$ cat src/sv/kad_pkg.sv
// ----------------------------------------------------------------------------
// kad_pkg
// Shared types, key codes and translation tables for the set-1 key decoder.
// ----------------------------------------------------------------------------
package kad_pkg;

  localparam int unsigned ScanW   = 8;
  localparam int unsigned CharW   = 7;
  localparam int unsigned ActW    = 3;
  localparam int unsigned IdxW    = 6;
  localparam int unsigned TableLen = 58;

  localparam logic [ScanW-1:0] KEY_RELEASE = 8'h80;
  localparam logic [ScanW-1:0] KEY_ENTER   = 8'h1C;
  localparam logic [ScanW-1:0] KEY_N       = 8'h31;
  localparam logic [ScanW-1:0] KEY_CTRL    = 8'h1D;
  localparam logic [ScanW-1:0] KEY_LSHIFT  = 8'h2A;
  localparam logic [ScanW-1:0] KEY_RSHIFT  = 8'h36;
  localparam logic [ScanW-1:0] KEY_S       = 8'h1F;
  localparam logic [ScanW-1:0] KEY_X       = 8'h2D;
  localparam logic [ScanW-1:0] KEY_J       = 8'h24;
  localparam logic [ScanW-1:0] KEY_UP      = 8'h48;
  localparam logic [ScanW-1:0] KEY_DOWN    = 8'h50;

  localparam logic [CharW-1:0] CC_S = 7'h13;
  localparam logic [CharW-1:0] CC_X = 7'h18;

  typedef enum logic [ActW-1:0] {
    ACT_NONE    = 3'd0,
    ACT_CHAR    = 3'd1,
    ACT_UP      = 3'd2,
    ACT_DOWN    = 3'd3,
    ACT_CYCLE   = 3'd4,
    ACT_CONFIRM = 3'd5,
    ACT_SPAWN   = 3'd6
  } act_t;

  // unshifted character for scancodes 0..57, zero where the key has none
  function automatic logic [CharW-1:0] plain_map(input logic [IdxW-1:0] idx);
    logic [CharW-1:0] c;
    case (idx)
      6'd1:  c = 7'h1b;  6'd2:  c = 7'h31;  6'd3:  c = 7'h32;  6'd4:  c = 7'h33;
      6'd5:  c = 7'h34;  6'd6:  c = 7'h35;  6'd7:  c = 7'h36;  6'd8:  c = 7'h37;
      6'd9:  c = 7'h38;  6'd10: c = 7'h39;  6'd11: c = 7'h30;  6'd12: c = 7'h2d;
      6'd13: c = 7'h3d;  6'd14: c = 7'h08;  6'd15: c = 7'h09;  6'd16: c = 7'h71;
      6'd17: c = 7'h77;  6'd18: c = 7'h65;  6'd19: c = 7'h72;  6'd20: c = 7'h74;
      6'd21: c = 7'h79;  6'd22: c = 7'h75;  6'd23: c = 7'h69;  6'd24: c = 7'h6f;
      6'd25: c = 7'h70;  6'd26: c = 7'h5b;  6'd27: c = 7'h5d;  6'd28: c = 7'h0a;
      6'd30: c = 7'h61;  6'd31: c = 7'h73;  6'd32: c = 7'h64;  6'd33: c = 7'h66;
      6'd34: c = 7'h67;  6'd35: c = 7'h68;  6'd36: c = 7'h6a;  6'd37: c = 7'h6b;
      6'd38: c = 7'h6c;  6'd39: c = 7'h3b;  6'd40: c = 7'h27;  6'd41: c = 7'h60;
      6'd43: c = 7'h5c;  6'd44: c = 7'h7a;  6'd45: c = 7'h78;  6'd46: c = 7'h63;
      6'd47: c = 7'h76;  6'd48: c = 7'h62;  6'd49: c = 7'h6e;  6'd50: c = 7'h6d;
      6'd51: c = 7'h2c;  6'd52: c = 7'h2e;  6'd53: c = 7'h2f;  6'd55: c = 7'h2a;
      6'd57: c = 7'h20;
      default: c = '0;
    endcase
    return c;
  endfunction

  // shifted character for scancodes 0..57
  function automatic logic [CharW-1:0] shift_map(input logic [IdxW-1:0] idx);
    logic [CharW-1:0] c;
    case (idx)
      6'd1:  c = 7'h1b;  6'd2:  c = 7'h21;  6'd3:  c = 7'h40;  6'd4:  c = 7'h23;
      6'd5:  c = 7'h24;  6'd6:  c = 7'h25;  6'd7:  c = 7'h5e;  6'd8:  c = 7'h26;
      6'd9:  c = 7'h2a;  6'd10: c = 7'h28;  6'd11: c = 7'h29;  6'd12: c = 7'h5f;
      6'd13: c = 7'h2b;  6'd14: c = 7'h08;  6'd15: c = 7'h09;  6'd16: c = 7'h51;
      6'd17: c = 7'h57;  6'd18: c = 7'h45;  6'd19: c = 7'h52;  6'd20: c = 7'h54;
      6'd21: c = 7'h59;  6'd22: c = 7'h55;  6'd23: c = 7'h49;  6'd24: c = 7'h4f;
      6'd25: c = 7'h50;  6'd26: c = 7'h7b;  6'd27: c = 7'h7d;  6'd28: c = 7'h0a;
      6'd30: c = 7'h41;  6'd31: c = 7'h53;  6'd32: c = 7'h44;  6'd33: c = 7'h46;
      6'd34: c = 7'h47;  6'd35: c = 7'h48;  6'd36: c = 7'h4a;  6'd37: c = 7'h4b;
      6'd38: c = 7'h4c;  6'd39: c = 7'h3a;  6'd40: c = 7'h22;  6'd41: c = 7'h7e;
      6'd43: c = 7'h7c;  6'd44: c = 7'h5a;  6'd45: c = 7'h58;  6'd46: c = 7'h43;
      6'd47: c = 7'h56;  6'd48: c = 7'h42;  6'd49: c = 7'h4e;  6'd50: c = 7'h4d;
      6'd51: c = 7'h3c;  6'd52: c = 7'h3e;  6'd53: c = 7'h3f;  6'd55: c = 7'h2a;
      6'd57: c = 7'h20;
      default: c = '0;
    endcase
    return c;
  endfunction

endpackage

$ cat src/sv/kad_if.sv
// ----------------------------------------------------------------------------
// kad_in_if / kad_out_if
// Valid/ready channels for scancodes in and key actions out.
// ----------------------------------------------------------------------------
interface kad_in_if;
  logic       valid;
  logic       ready;
  logic [7:0] scan_code;
  logic       switcher_active;

  modport source(output valid, scan_code, switcher_active, input ready);
  modport sink(input valid, scan_code, switcher_active, output ready);
endinterface

interface kad_out_if;
  logic       valid;
  logic       ready;
  logic [2:0] action;
  logic [6:0] char_code;

  modport source(output valid, action, char_code, input ready);
  modport sink(input valid, action, char_code, output ready);
endinterface

$ cat src/sv/scancode_to_key_action_decoder_core.sv
// ----------------------------------------------------------------------------
// scancode_to_key_action_decoder_core
// Decodes set-1 scancodes into key actions and ASCII characters.
// ----------------------------------------------------------------------------
//   channel  dir  payload                       transaction
//   scan     in   scan_code[7:0], switcher_active   one scancode byte
//   result   out  action[2:0], char_code[6:0]       one action per scancode
//
// One transaction per cycle sustained while the result is not stalled; an
// accepted scan transaction passes through the input register, then the result
// register, and its result is valid once it is in the result register.
// The ctrl and shift flags update when an item moves into the result register.
// rst clears both flags and both valid bits; payload registers are not reset.
// A stalled result holds its register; the input register keeps taking items
// while it is empty or drains in the same cycle.
module scancode_to_key_action_decoder_core
  import kad_pkg::*;
(
  input  logic      clk,
  input  logic      rst,
  kad_in_if.sink    scan,
  kad_out_if.source result
);

  logic             in_valid;
  logic [ScanW-1:0] in_scan;
  logic             in_sw;

  logic             res_valid;
  act_t             res_act;
  logic [CharW-1:0] res_char;

  logic ctrl_held, ctrl_held_next;
  logic shift_held, shift_held_next;

  act_t             act_next;
  logic [CharW-1:0] char_next;
  logic [CharW-1:0] tbl_char;
  logic [IdxW-1:0]  idx;
  logic             advance;

  assign advance    = in_valid && (!res_valid || result.ready);
  assign scan.ready = !in_valid || advance;

  assign result.valid     = res_valid;
  assign result.action    = res_act;
  assign result.char_code = res_char;

  assign idx      = in_scan[IdxW-1:0];
  assign tbl_char = shift_held ? shift_map(idx) : plain_map(idx);

  always_comb begin
    ctrl_held_next  = ctrl_held;
    shift_held_next = shift_held;
    act_next        = ACT_NONE;
    char_next       = '0;
    if (in_scan == KEY_CTRL) begin
      ctrl_held_next = 1'b1;
    end else if (in_scan == (KEY_CTRL | KEY_RELEASE)) begin
      ctrl_held_next = 1'b0;
    end else if (in_scan inside {KEY_LSHIFT, KEY_RSHIFT}) begin
      shift_held_next = 1'b1;
    end else if (in_scan inside {KEY_LSHIFT | KEY_RELEASE, KEY_RSHIFT | KEY_RELEASE}) begin
      shift_held_next = 1'b0;
    end else if ((in_scan & KEY_RELEASE) == '0) begin
      if (in_scan == KEY_UP) begin
        act_next = ACT_UP;
      end else if (in_scan == KEY_DOWN) begin
        act_next = ACT_DOWN;
      end else if (ctrl_held && in_scan == KEY_J) begin
        act_next = ACT_CYCLE;
      end else if (in_sw) begin
        if (in_scan == KEY_ENTER) begin
          act_next = ACT_CONFIRM;
        end
      end else if (in_scan < ScanW'(TableLen)) begin
        if (ctrl_held) begin
          // only S, X and N do anything while ctrl is down
          if (in_scan == KEY_S) begin
            act_next  = ACT_CHAR;
            char_next = CC_S;
          end else if (in_scan == KEY_X) begin
            act_next  = ACT_CHAR;
            char_next = CC_X;
          end else if (in_scan == KEY_N) begin
            act_next = ACT_SPAWN;
          end
        end else if (tbl_char != '0) begin
          act_next  = ACT_CHAR;
          char_next = tbl_char;
        end
      end
    end
  end

  always_ff @(posedge clk) begin
    if (rst) begin
      in_valid <= 1'b0;
    end else if (scan.ready) begin
      in_valid <= scan.valid;
    end
  end

  always_ff @(posedge clk) begin
    if (scan.valid && scan.ready) begin
      in_scan <= scan.scan_code;
      in_sw   <= scan.switcher_active;
    end
  end

  always_ff @(posedge clk) begin
    if (rst) begin
      res_valid  <= 1'b0;
      ctrl_held  <= 1'b0;
      shift_held <= 1'b0;
    end else begin
      if (advance) begin
        res_valid  <= 1'b1;
        ctrl_held  <= ctrl_held_next;
        shift_held <= shift_held_next;
      end else if (result.ready) begin
        res_valid <= 1'b0;
      end
    end
  end

  always_ff @(posedge clk) begin
    if (advance) begin
      res_act  <= act_next;
      res_char <= char_next;
    end
  end

endmodule

$ cat src/flat_wrapper.sv
// flat-port wrapper written by rule: the top's interface ports become plain ports
module scancode_to_key_action_decoder_core_flat import kad_pkg::*;
  (clk, rst, scan_valid, scan_scan_code, scan_switcher_active, scan_ready, result_valid, result_action, result_char_code, result_ready);
  kad_in_if scan_i ();
  kad_out_if result_i ();
  input  logic clk;
  input  logic rst;
  input wire logic [$bits(scan_i.valid)-1:0] scan_valid;
  input wire logic [$bits(scan_i.scan_code)-1:0] scan_scan_code;
  input wire logic [$bits(scan_i.switcher_active)-1:0] scan_switcher_active;
  output wire logic [$bits(scan_i.ready)-1:0] scan_ready;
  output wire logic [$bits(result_i.valid)-1:0] result_valid;
  output wire logic [$bits(result_i.action)-1:0] result_action;
  output wire logic [$bits(result_i.char_code)-1:0] result_char_code;
  input wire logic [$bits(result_i.ready)-1:0] result_ready;
  assign scan_i.valid = scan_valid;
  assign scan_i.scan_code = scan_scan_code;
  assign scan_i.switcher_active = scan_switcher_active;
  assign scan_ready = scan_i.ready;
  assign result_valid = result_i.valid;
  assign result_action = result_i.action;
  assign result_char_code = result_i.char_code;
  assign result_i.ready = result_ready;
  scancode_to_key_action_decoder_core u_core (.clk(clk), .rst(rst), .scan(scan_i), .result(result_i));
endmodule
$ cat config.mk
export PLATFORM = sky130hd
export DESIGN_NAME = scancode_to_key_action_decoder_core_flat
export DESIGN_NICKNAME = d
export VERILOG_FILES = /design/src/sv/kad_pkg.sv /design/src/sv/kad_if.sv /design/src/sv/scancode_to_key_action_decoder_core.sv /design/src/flat_wrapper.sv
export SDC_FILE = /design/constraint.sdc
export NUM_CORES = 1
export LEC_CHECK = 0
export BUFFER_PORTS_ARGS = -buffer_cell sky130_fd_sc_hd__buf_2
export CAP_MARGIN = 20
export CORE_MARGIN = 2
export CORE_UTILIZATION = 50
export CTS_CLUSTER_DIAMETER = 50
export DETAILED_ROUTE_END_ITERATION = 16
export PLACE_DENSITY = 0.73
export SYNTH_ARGS = -nofsm -noshare
export SYNTH_HDL_FRONTEND = slang
export SYNTH_SLANG_ARGS = --single-unit
export TNS_END_PERCENT = 20
$ cat constraint.sdc
create_clock -name clk -period 4.5 [get_ports clk]
set_input_delay 0.675 -clock clk [delete_from_list [all_inputs] [get_ports clk]]
set_output_delay 0.675 -clock clk [all_outputs]
set_load 0.01 [all_outputs]
**Word-level counts from Yosys, hierarchy flattened**

Memory sizes are Yosys's and may differ from the RTL's. A register that Yosys moved wholly into a read port is not among the register bits.
Index checks and enable logic that the tools add are counted.

- Bits in registers: 23
- Bits in latches: 0
- RAM bits: 0
- Bits in read-only memories: 896
- Bits of input ports: 13
- Output and inout bits: 12
- Word-level logic and storage cells: 74
- Memories kept: 2

Memories:

| memory | words | width | read ports | clocked after Yosys merged registers in | write ports | RTL line | RTL |
|---|---|---|---|---|---|---|---|
| (name not given) | 64 | 7 | 1 | 1 | 0 | kad_pkg.sv:41 | `case (idx)` |
| (name not given) | 64 | 7 | 1 | 1 | 0 | kad_pkg.sv:64 | `case (idx)` |

- Add/subtract/negate cells: 0
- Multipliers: 0
- Div/mod/pow operators: 0
- Magnitude comparators: 1
- Equal/unequal tests: 13
- Shift operators: 0
- Muxes and demuxes: 24
- Bitwise operators: 4
- Reductions and logical operators: 20

Operators by type and width:

| operator | count |
|---|---|
| $eq A8 B6 Y1 const B | 5 |
| $mux W7 | 4 |
| $eq A8 B5 Y1 const B | 3 |
| $eq A8 B8 Y1 const B | 3 |
| $mux W3 | 8 |
| $eq A8 B7 Y1 const B | 2 |
| $mux W6 | 2 |
| $reduce_bool A2 Y1 | 5 |
| $reduce_or A10 Y1 | 1 |
| $logic_not A8 Y1 | 1 |
| $lt A8 B6 Y1 const B | 1 |
| $mux W1 | 7 |
| $reduce_bool A7 Y1 | 1 |
| $reduce_or A7 Y1 | 1 |
| $reduce_or A6 Y1 | 1 |
| $mux W5 | 1 |
| $reduce_or A5 Y1 | 1 |
| $mux W2 | 2 |
| $not A1 Y1 | 4 |
| $reduce_and A4 Y1 | 1 |
| $logic_and A1 B1 Y1 | 3 |
| $logic_not A1 Y1 | 2 |
| $logic_or A1 B1 Y1 | 2 |
| $reduce_and A2 Y1 | 1 |

**Logic depth before layout (Yosys ltp)**

Gate-level depths: netlist (run 1).

- Depth after elaboration: 10
- Mapped depth: 12
- Depth with buffers taken out: 9

**Worst setup path after synthesis (run 1)**

OpenSTA, ideal clock, no wires.

- Path type: input-to-reg
- Start point: in result_ready
- End point: reg with a tool-made name
- Library setup time: 0.122 ns
- Data arrival time: 2.563 ns
- Required time: 4.378 ns
- Slack: 1.815 ns
- Stages: 9
- Buffers on the path: 1
- Cell sequence: and3b_4 buf_6 o211ai_4 inv_1 ha_1 nand2_1 a21oi_1 a211o_1 a311o_1

RTL lines:

| element | RTL line | RTL |
|---|---|---|
| start, declared | flat_wrapper.sv:15 | `input wire logic [$bits(result_i.ready)-1:0] result_ready;` |

==> results of run 1 <==
==> cells in the mapped netlist, types with 6 or more instances <==
cell type and count:
nand2_1 43, a21oi_1 25, edfxtp_1 19, nor2_1 19, dfxtp_1 18, nand3_1 14, buf_2 11, ha_1 11
mux2i_1 11, o21ai_0 11, nand2b_1 8, nor3_1 8, inv_1 7, clkbuf_1 6, nand4b_1 6, nor2b_1 6
o211ai_1 6, o221ai_1 6
==> power by group <==
| group | leakage, nW | total (mW) | internal, mW | switching [mW] |
|---|---|---|---|---|
| logic | 0.728 | 0.255 | 0.0946 | 0.160 |
| registers | 0.327 | 0.420 | 0.391 | 0.0282 |
| clock network | 0.0645 | 0.297 | 0.176 | 0.122 |
==> area by class of cell <==
class | instances | share of cell area (%)
multi-input combinational | 253 | 56.9
sequential | 37 | 30.6
tap | 72 | 2.96
timing repair buffer | 25 | 4.20
clock buffer | 7 | 3.91
inverter | 9 | 1.19
clock inverter | 1 | 0.165
==> path summary, 6_finish.rpt <==
path | startpoint | endpoint | slack (ns) | depth (start not counted)
setup / recovery | result_ready | register | 1.56 | 9
hold / removal | scan_scan_code[7] | u_core.in_scan[7] | 0.56 | 1
setup reg to reg | u_core.in_valid | register | 1.67 | 8
hold reg to reg | u_core.in_valid | u_core.result.valid | 0.58 | 2
==> cells by family after synthesis <==
group,count (synthesis),synth area share (%)
flops,37,32.9
compound gates,100,27.9
mux,11,3.89
buf+inv,32,5.88
xor+xnor,4,1.24
simple gates,127,23.3
fa+ha+maj,11,4.87
==> placed cells by master, fill, tap and decap left out, types with 5 or more instances in the layout <==
cell type	count
nand2_1	43
a21oi_1	25
buf_2	24
nor2_1	19
edfxtp_1	19
dfxtp_1	18
nand3_1	14
o21ai_0	11
mux2i_1	11
ha_1	11
nand2b_1	8
nor3_1	8
inv_1	7
nand4b_1	6
o211ai_1	6
o221ai_1	6
nor2b_1	6
and2_1	5
a31oi_1	5
a21o_1	5
clkbuf_8	5
==> metal layers <==
layer	share of wire (%)	up-vias
met5	0	-
met4	3.1	0
met3	9.6	25
met2	46	191
met1	41	1246
li1	-	1227
==> impl_metrics.json, run 1 <==
{
  "clkSinkCount": 37,
  "met2_usage_pct": 38.9,
  "layout-drive-gt1-share_pct": 14.2,
  "worstSetupPathType": "in -> reg",
  "arrival_ns": 3.11,
  "total_power_uw": 971,
  "final_cell_area_sq_um": 3040,
  "cts_resized": 0,
  "cts_tree": "built",
  "first_pass_iters": 5,
  "use_met1_pct": 33.0,
  "grt_use_met3_pct": 3.86,
  "regArea_sq_um": 931,
  "grt_max_degree": 33,
  "syn_avg_cell_area_sq_um": 8.78,
  "ir_drop_uv": 184,
  "place_inst": 396,
  "worstSetupEndpointType": "register",
  "cts_hold_buf": 0,
  "die_x_microns": 79.2,
  "setup_ws_ns": 1.56,
  "fp.dieArea_sq_um": 6270,
  "synth_nets": 346,
  "clockBufferDepth": 2,
  "slew_headroom_pct": 30.7,
  "p_leak_nw": 1.12,
  "grt_pass1_wl_microns": 12100,
  "htreeDepth": 2,
  "whs_ns": 0.558,
  "finalCritPeriodShare_pct": 65.2,
  "drt_iter0_markers": 316,
  "dpl_cell_area_sq_um": 2920,
  "async_reset_ff_share_pct": 0,
  "cp_cell_sequence": "buf_2, and3b_4, o211ai_4, inv_1, ha_1, nand2_1, a21oi_1, a211o_1, a311o_1",
  "post_cts.repair.setup_buffers": 0,
  "crit_family": "compound AO/OA/AOI/OAI gates",
  "cts.clk_slew.worst_paths_ns": 0.08,
  "antennaDiodeCount": 0,
  "finClkSkew_ns": 0.00567,
  "power.density_nw_per_um2": 320,
  "yosysTopAreaCellShare_pct": 20.2,
  "synth-edff-count": 19,
  "start_kind": "input port",
  "instances_no_fill": 404,
  "antenna_found_initial": 0,
  "ios": 25,
  "viasPerCell": 6.66,
  "clock.fmax_ghz": 0.341,
  "vias": 2689,
  "critPathMaxStageDelay_ns": 0.48,
  "rsz0062_at_grt": "no",
  "yosysUniqueCellTypes": 61,
  "yosysTopAreaCell": "edfxtp_1",
  "insertion_delay_ns": 0.29,
  "clockRootBuffer": "clkbuf_8",
  "setup_tns_ns": 0,
  "crit_fanout": 15,
  "postRouteAntennaNets": 0,
  "grt_usage_pct": 24.3,
  "worst_slew_pin_slew_ns": 1.03,
  "required_ns": 4.67,
  "coreArea_sq_um": 5470,
  "status": "complete, no violations",
  "fp.dieH_microns": 79.2,
  "syn_inst": 322,
  "io_buffers": 24,
  "yosys-top-cells-area": "edfxtp_1 20%, dfxtp_1 13%, nand2_1 5.7%",
  "drcViolationCount": 0,
  "maxCapViolCount": 0,
  "cp_num_buf_inv": 2,
  "synth_seq_cells": 37,
  "dp.final_hpwl_microns": 5190,
  "ys_warn_count": 0,
  "synth_area_sq_um": 2830,
  "grt_pass1_vias": 2381,
  "hold_violations": 0,
  "drv_slew": 0,
  "grt_busiest_layer": "met2",
  "setup_viol": 0,
  "cts-buffers-inserted": 5,
  "grt_remaining_overflow": 0,
  "wl_per_cell_microns": 18.4,
  "hold_class": "in -> reg",
  "ys_seq_area_share_pct": 32.9,
  "critPathSlowestCell": "o211ai_4",
  "wirelength_microns": 7450,
  "start_util_pct": 51.7,
  "pre_cts_ws_ns": 1.34,
  "filler_cell_count": 512,
  "rows": 27,
  "fin_nets": 355,
  "postLayoutCoreUtil_pct": 55.5,
  "synth_ff_type": "edfxtp_1",
  "place_congestion": 0.974,
  "multi_input_area_sq_um": 1730,
  "fin_crit_ns": 2.94,
  "area_delta_synth_final_pct": 7.48
}
No activity file was read; power rests on OpenSTA's default activity.
==> inputs of run 2 (changes only) <==
==> constraint.sdc (replaced) <==
create_clock -name clk -period 2.75 [get_ports clk]
set_input_delay 0.4125 -clock clk [delete_from_list [all_inputs] [get_ports clk]]
set_output_delay 0.4125 -clock clk [all_outputs]
set_load 0.01 [all_outputs]
==> impl_metrics.json, run 2 (synthesis gave the netlist of run 1 again) <==
{
  "htreeDepth": 2,
  "grt_usage_pct": 25.8,
  "clock.fmax_ghz": 0.411,
  "final_cell_mix": "43 x nand2_1, 25 x a21oi_1, 24 x buf_2",
  "clockBufferDepth": 2,
  "fin_nets": 365,
  "place_congestion": 0.983,
  "coreArea_sq_um": 5470,
  "postRouteAntennaNets": 0,
  "rsz0062_at_grt": "no",
  "slew_headroom_pct": 60.2,
  "maxCapViolCount": 0,
  "wirelength_microns": 7650,
  "finalCritPeriodShare_pct": 88.4,
  "met2_usage_pct": 41.4,
  "antenna_found_initial": 0,
  "antennaDiodeCount": 0,
  "drt_iter0_markers": 236,
  "grt_max_degree": 33,
  "setup_tns_ns": 0,
  "layout-drive-gt1-share_pct": 16.7,
  "viasPerCell": 6.51,
  "cts-buffers-inserted": 5,
  "dpl_cell_area_sq_um": 3000,
  "ir_drop_uv": 266,
  "switching_share_pct": 32.3,
  "worstSetupPathType": "reg -> reg",
  "ios": 25,
  "fp.dieArea_sq_um": 6270,
  "critPathSlowestCell": "dfxtp_1",
  "finClkSkew_ns": 0.00577,
  "wl_per_cell_microns": 18.5,
  "area_delta_synth_final_pct": 10.2,
  "seqPwrFrac_pct": 43.5,
  "regArea_sq_um": 931,
  "layout_commonest_cell": "nand2_1",
  "arrival_ns": 2.61,
  "grt_remaining_overflow": 0,
  "clkPwrFrac_pct": 28.7,
  "cp_num_buf_inv": 0,
  "power.density_nw_per_um2": 508,
  "pwr-share-comb_pct": 27.7,
  "insertion_delay_ns": 0.28,
  "postLayoutCoreUtil_pct": 57.0,
  "crit_fanout": 12,
  "rows": 27,
  "fin_crit_ns": 2.43,
  "use_met1_pct": 33.4,
  "cts.clk_slew.worst_paths_ns": 0.08,
  "post_cts.repair.setup_buffers": 0,
  "vias": 2695,
  "p_leak_nw": 1.17,
  "required_ns": 2.93,
  "critPathMaxStageDelay_ns": 0.48,
  "grt_pass1_vias": 2582,
  "cp_cell_sequence": "and3b_4, o211ai_1, ha_1, nand2_1, a21oi_1, a211o_1, a311o_1",
  "grt_use_met3_pct": 4.32,
  "cts_resized": 0,
  "intPower_mw": 1.07,
  "worst_slew_pin_slew_ns": 0.594,
  "setup_viol": 0,
  "hold_violations": 0,
  "whs_ns": 0.299,
  "filler_cell_count": 516,
  "start_util_pct": 51.7,
  "worstSetupEndpointType": "register",
  "first_pass_iters": 5,
  "drv_slew": 0,
  "cts_tree": "built",
  "clockRootBuffer": "clkbuf_8",
  "cts_hold_buf": 0,
  "status": "complete, no violations",
  "multi_input_area_sq_um": 1730,
  "grt_busiest_layer": "met2",
  "fp.dieH_microns": 79.2,
  "crit_family": "compound AO/OA/AOI/OAI gates",
  "io_buffers": 24,
  "grt_pass1_wl_microns": 12700,
  "drcViolationCount": 0,
  "hold_class": "in -> reg",
  "final_cell_area_sq_um": 3120,
  "p_sw_uw": 512,
  "start_kind": "register",
  "die_x_microns": 79.2,
  "dp.final_hpwl_microns": 5510,
  "clkSinkCount": 37,
  "total_power_mw": 1.58
}
[run 2: changes by cell type in the layout (fill, tap and decap cells not counted), sizes merged]
cell    change
inv         +1
buf        +10
clkinv      -1
[run 2: worst paths after layout]
check,start,to,slack [ns],cells past startpoint
worst max-delay path,u_core.in_valid,register,0.32,7
worst min-delay path,scan_switcher_active,u_core.in_sw,0.30,1
worst max register to register,u_core.in_valid,register,0.32,7
worst min register to register,u_core.in_valid,u_core.result.valid,0.57,2
[run 2: layout make-up]
type,count,area share (%)
Clock buffer,7,3.45
Clock inverter,1,0.201
Timing Repair Buffer,35,6.90
Tap cell,72,2.89
Inverter,9,1.16
Sequential cell,37,29.9
Multi-Input combinational cell,253,55.5
[run 2: through the flow]
stage | cells | worst slack [ns]
floorplan | 322 | 0.324
global placement | 406 | 0.228
detailed placement | 406 | 0.206
CTS | 414 | 0.357
global route | 414 | 0.145
finish | 414 | 0.320
[run 2: layer usage]
metal  wire (microns)  share of wire, %  vias to the layer above
li1                 -                 -                     1252
met1             3180                42                     1276
met2             3600                47                      144
met3              639               8.4                       23
met4              228               3.0                        0
met5                0                 0                        -
[run 2: power by group through the flow]
stage	logic, mW	registers [mW]	clock network, mW
6_report	0.439	0.689	0.454
5_1_grt	0.480	0.696	0.479
4_1_cts	0.426	0.688	0.460
3_5_place_dp	0.424	0.700	0
3_3_place_gp	0.430	0.697	0
2_1_floorplan	0.318	0.679	0
[run 2: worst register-to-register path, stage by stage, from the launching register on]
cell      delay [ns]
dfxtp_1         0.48
and3b_4         0.40
o211ai_1        0.22
ha_1            0.36
nand2_1         0.19
a21oi_1         0.09
a211o_1         0.27
a311o_1         0.30
==> inputs of run 3 (changes only) <==
--- a/config.mk
+++ b/config.mk
@@ -11,6 +11,7 @@
 export CORE_UTILIZATION = 50
 export CTS_CLUSTER_DIAMETER = 50
 export DETAILED_ROUTE_END_ITERATION = 16
+export GPL_TIMING_DRIVEN = 0
 export PLACE_DENSITY = 0.73
 export SYNTH_ARGS = -nofsm -noshare
 export SYNTH_HDL_FRONTEND = slang
==> impl_metrics.json, run 3 (synthesis gave the netlist of run 1 again) <==
{
  "area_delta_synth_final_pct": 10.4,
  "p_sw_uw": 487,
  "min_path_cells": 1,
  "first_pass_iters": 5,
  "grt_pass1_wl_microns": 12500,
  "clockRootBuffer": "clkbuf_8",
  "slew_headroom_pct": 61.4,
  "viasPerCell": 6.39,
  "fp.dieArea_sq_um": 6270,
  "die_x_microns": 79.2,
  "cts-buffers-inserted": 5,
  "start_util_pct": 51.7,
  "critPathMaxStageDelay_ns": 0.52,
  "antenna_found_initial": 0,
  "cts.clk_slew.worst_paths_ns": 0.07,
  "rows": 27,
  "finClkSkew_ns": 0.00666,
  "layout-drive-gt1-share_pct": 17.8,
  "clkSinkCount": 37,
  "vias": 2716,
  "hold_class": "in -> reg",
  "io_buffers": 24,
  "cp_num_cells": 10,
  "grt_remaining_overflow": 0,
  "coreArea_sq_um": 5470,
  "drcViolationCount": 0,
  "reg2reg_from": "u_core.result.valid",
  "layout_commonest_cell": "nand2_1",
  "fp.dieH_microns": 79.2,
  "crit_family": "compound AO/OA/AOI/OAI gates",
  "top_layer_used": "met4",
  "clkPwrFrac_pct": 23.7,
  "setup_viol": 0,
  "grt_pass1_vias": 2581,
  "crit_start": "u_core.result.valid",
  "cts_tree": "built",
  "p_leak_nw": 1.18,
  "rsz0062_at_grt": "no",
  "grt_max_degree": 15,
  "min_from": "scan_scan_code[7]",
  "drt_iter0_markers": 274,
  "htreeDepth": 2,
  "pwr-share-comb_pct": 30.4,
  "fin_nets": 376,
  "crit_fanout": 14,
  "antennaDiodeCount": 0,
  "r2r_slack_ns": 0.08,
  "pre_cts_ws_ns": -0.302,
  "switching_share_pct": 33.0,
  "rr_worst_depth": 10,
  "postLayoutCoreUtil_pct": 57.0,
  "hold_violations": 0,
  "finalCritPeriodShare_pct": 97.1,
  "wl_per_cell_microns": 17.7,
  "critPathSlowestCell": "dfxtp_1",
  "dp.final_hpwl_microns": 5450,
  "postRouteAntennaNets": 0,
  "worstSetupEndpointType": "register",
  "start_kind": "register",
  "route.met2.wl_microns": 3500,
  "wirelength_microns": 7540,
  "cp_cell_sequence": "and3b_4, buf_6, o211ai_4, buf_4, ha_1, buf_2, nand2_1, a21oi_1, a211o_1, a311o_1",
  "m1WireLength_microns": 3200,
  "intPower_uw": 988,
  "power.density_nw_per_um2": 473,
  "setup_ws_ns": 0.0785,
  "place_congestion": 0.997,
  "ios": 25,
  "seqPwrFrac_pct": 45.9,
  "status": "complete, no violations",
  "clockBufferDepth": 2,
  "grt_usage_pct": 25.2,
  "ir_drop_uv": 221,
  "arrival_ns": 2.83,
  "dr_wl_met3_microns": 620,
  "final_cell_mix": "43 x nand2_1, 35 x buf_2, 25 x a21oi_1",
  "maxCapViolCount": 0,
  "clock.fmax_ghz": 0.374,
  "worst_slew_pin_slew_ns": 0.579,
  "setup_tns_ns": 0,
  "fin_crit_ns": 2.67,
  "insertion_delay_ns": 0.28,
  "cp_num_buf_inv": 3,
  "drv_slew": 0,
  "required_ns": 2.91,
  "worstSetupPathType": "reg -> reg"
}
-- run 3: cell count changes in the layout (fill, tap and decap cells not counted), moves of 2 or more --
cell      change
clkinv_2      +2
buf_6         +2
clkbuf_1      +5
buf_2        +11
buf_4         -5
-- run 3: power by group through the flow --
stage	Clock (mW)	Combinational (mW)	Sequential, mW
global placement	0	0.437	0.683
global route	0.390	0.485	0.685
CTS	0.362	0.441	0.672
finish	0.350	0.449	0.677
floorplan	0	0.318	0.679
detailed placement	0	0.435	0.684
-- run 3: layout make-up --
class	count	area (sq um)
fill	510	2350
multi-input combinational	253	1730
sequential	37	931
timing repair buffer	25	128
buffer	21	123
tap	72	90.1
clock buffer	6	72.6
inverter	9	36.3
clock inverter	2	10.0
-- run 3: worst min-delay path by stage --
| stage | endpoint | slack (ns) |
|---|---|---|
| floorplan | u_core.result.valid | 0.48 |
| global placement | u_core.shift_held | 0.57 |
| detailed placement | u_core.shift_held | 0.56 |
| CTS | u_core.in_scan[7] | 0.30 |
| global route | u_core.in_sw | 0.29 |
| finish | u_core.in_scan[7] | 0.31 |
-- run 3: worst reg2reg max path, delay by kind of cell, from the launching register on --
| family | cells | cell delay (ns) |
|---|---|---|
| DFF | 1 | 0.52 |
| buffers and inverters | 3 | 0.57 |
| and+or+nand+nor | 2 | 0.47 |
| AOI/OAI and AO/OA | 4 | 0.79 |
| adders and majority gates | 1 | 0.19 |
-- run 3: stage by stage --
step | instances | instance area, sq um | power, mW | hold WS (ns)
2_1_floorplan | 322 | 2830 | 0.997 | 0.482
3_3_place_gp | 418 | 3040 | 1.12 | 0.574
3_5_place_dp | 418 | 3040 | 1.12 | 0.562
4_1_cts | 427 | 3130 | 1.48 | 0.298
5_1_grt | 425 | 3120 | 1.56 | 0.292
6_report | 425 | 3120 | 1.48 | 0.310
-- run 3: metal layers --
layer / vias up / GRT usage [%]
met5: - / 0
met4: 0 / 11.6
met3: 31 / 4.09
met2: 166 / 39.4
met1: 1249 / 34.1
li1: 1270 / -
-- run 3: timing repair --
item / 4_1_cts / 5_1_grt
hold endpoints to repair: 0 / 0
buffers inserted: 1 / 0
gates resized for setup: 0 / 0
hold buffers: 0 / 0
setup endpoints to repair: 2 / 4
pin swaps: 1 / 1
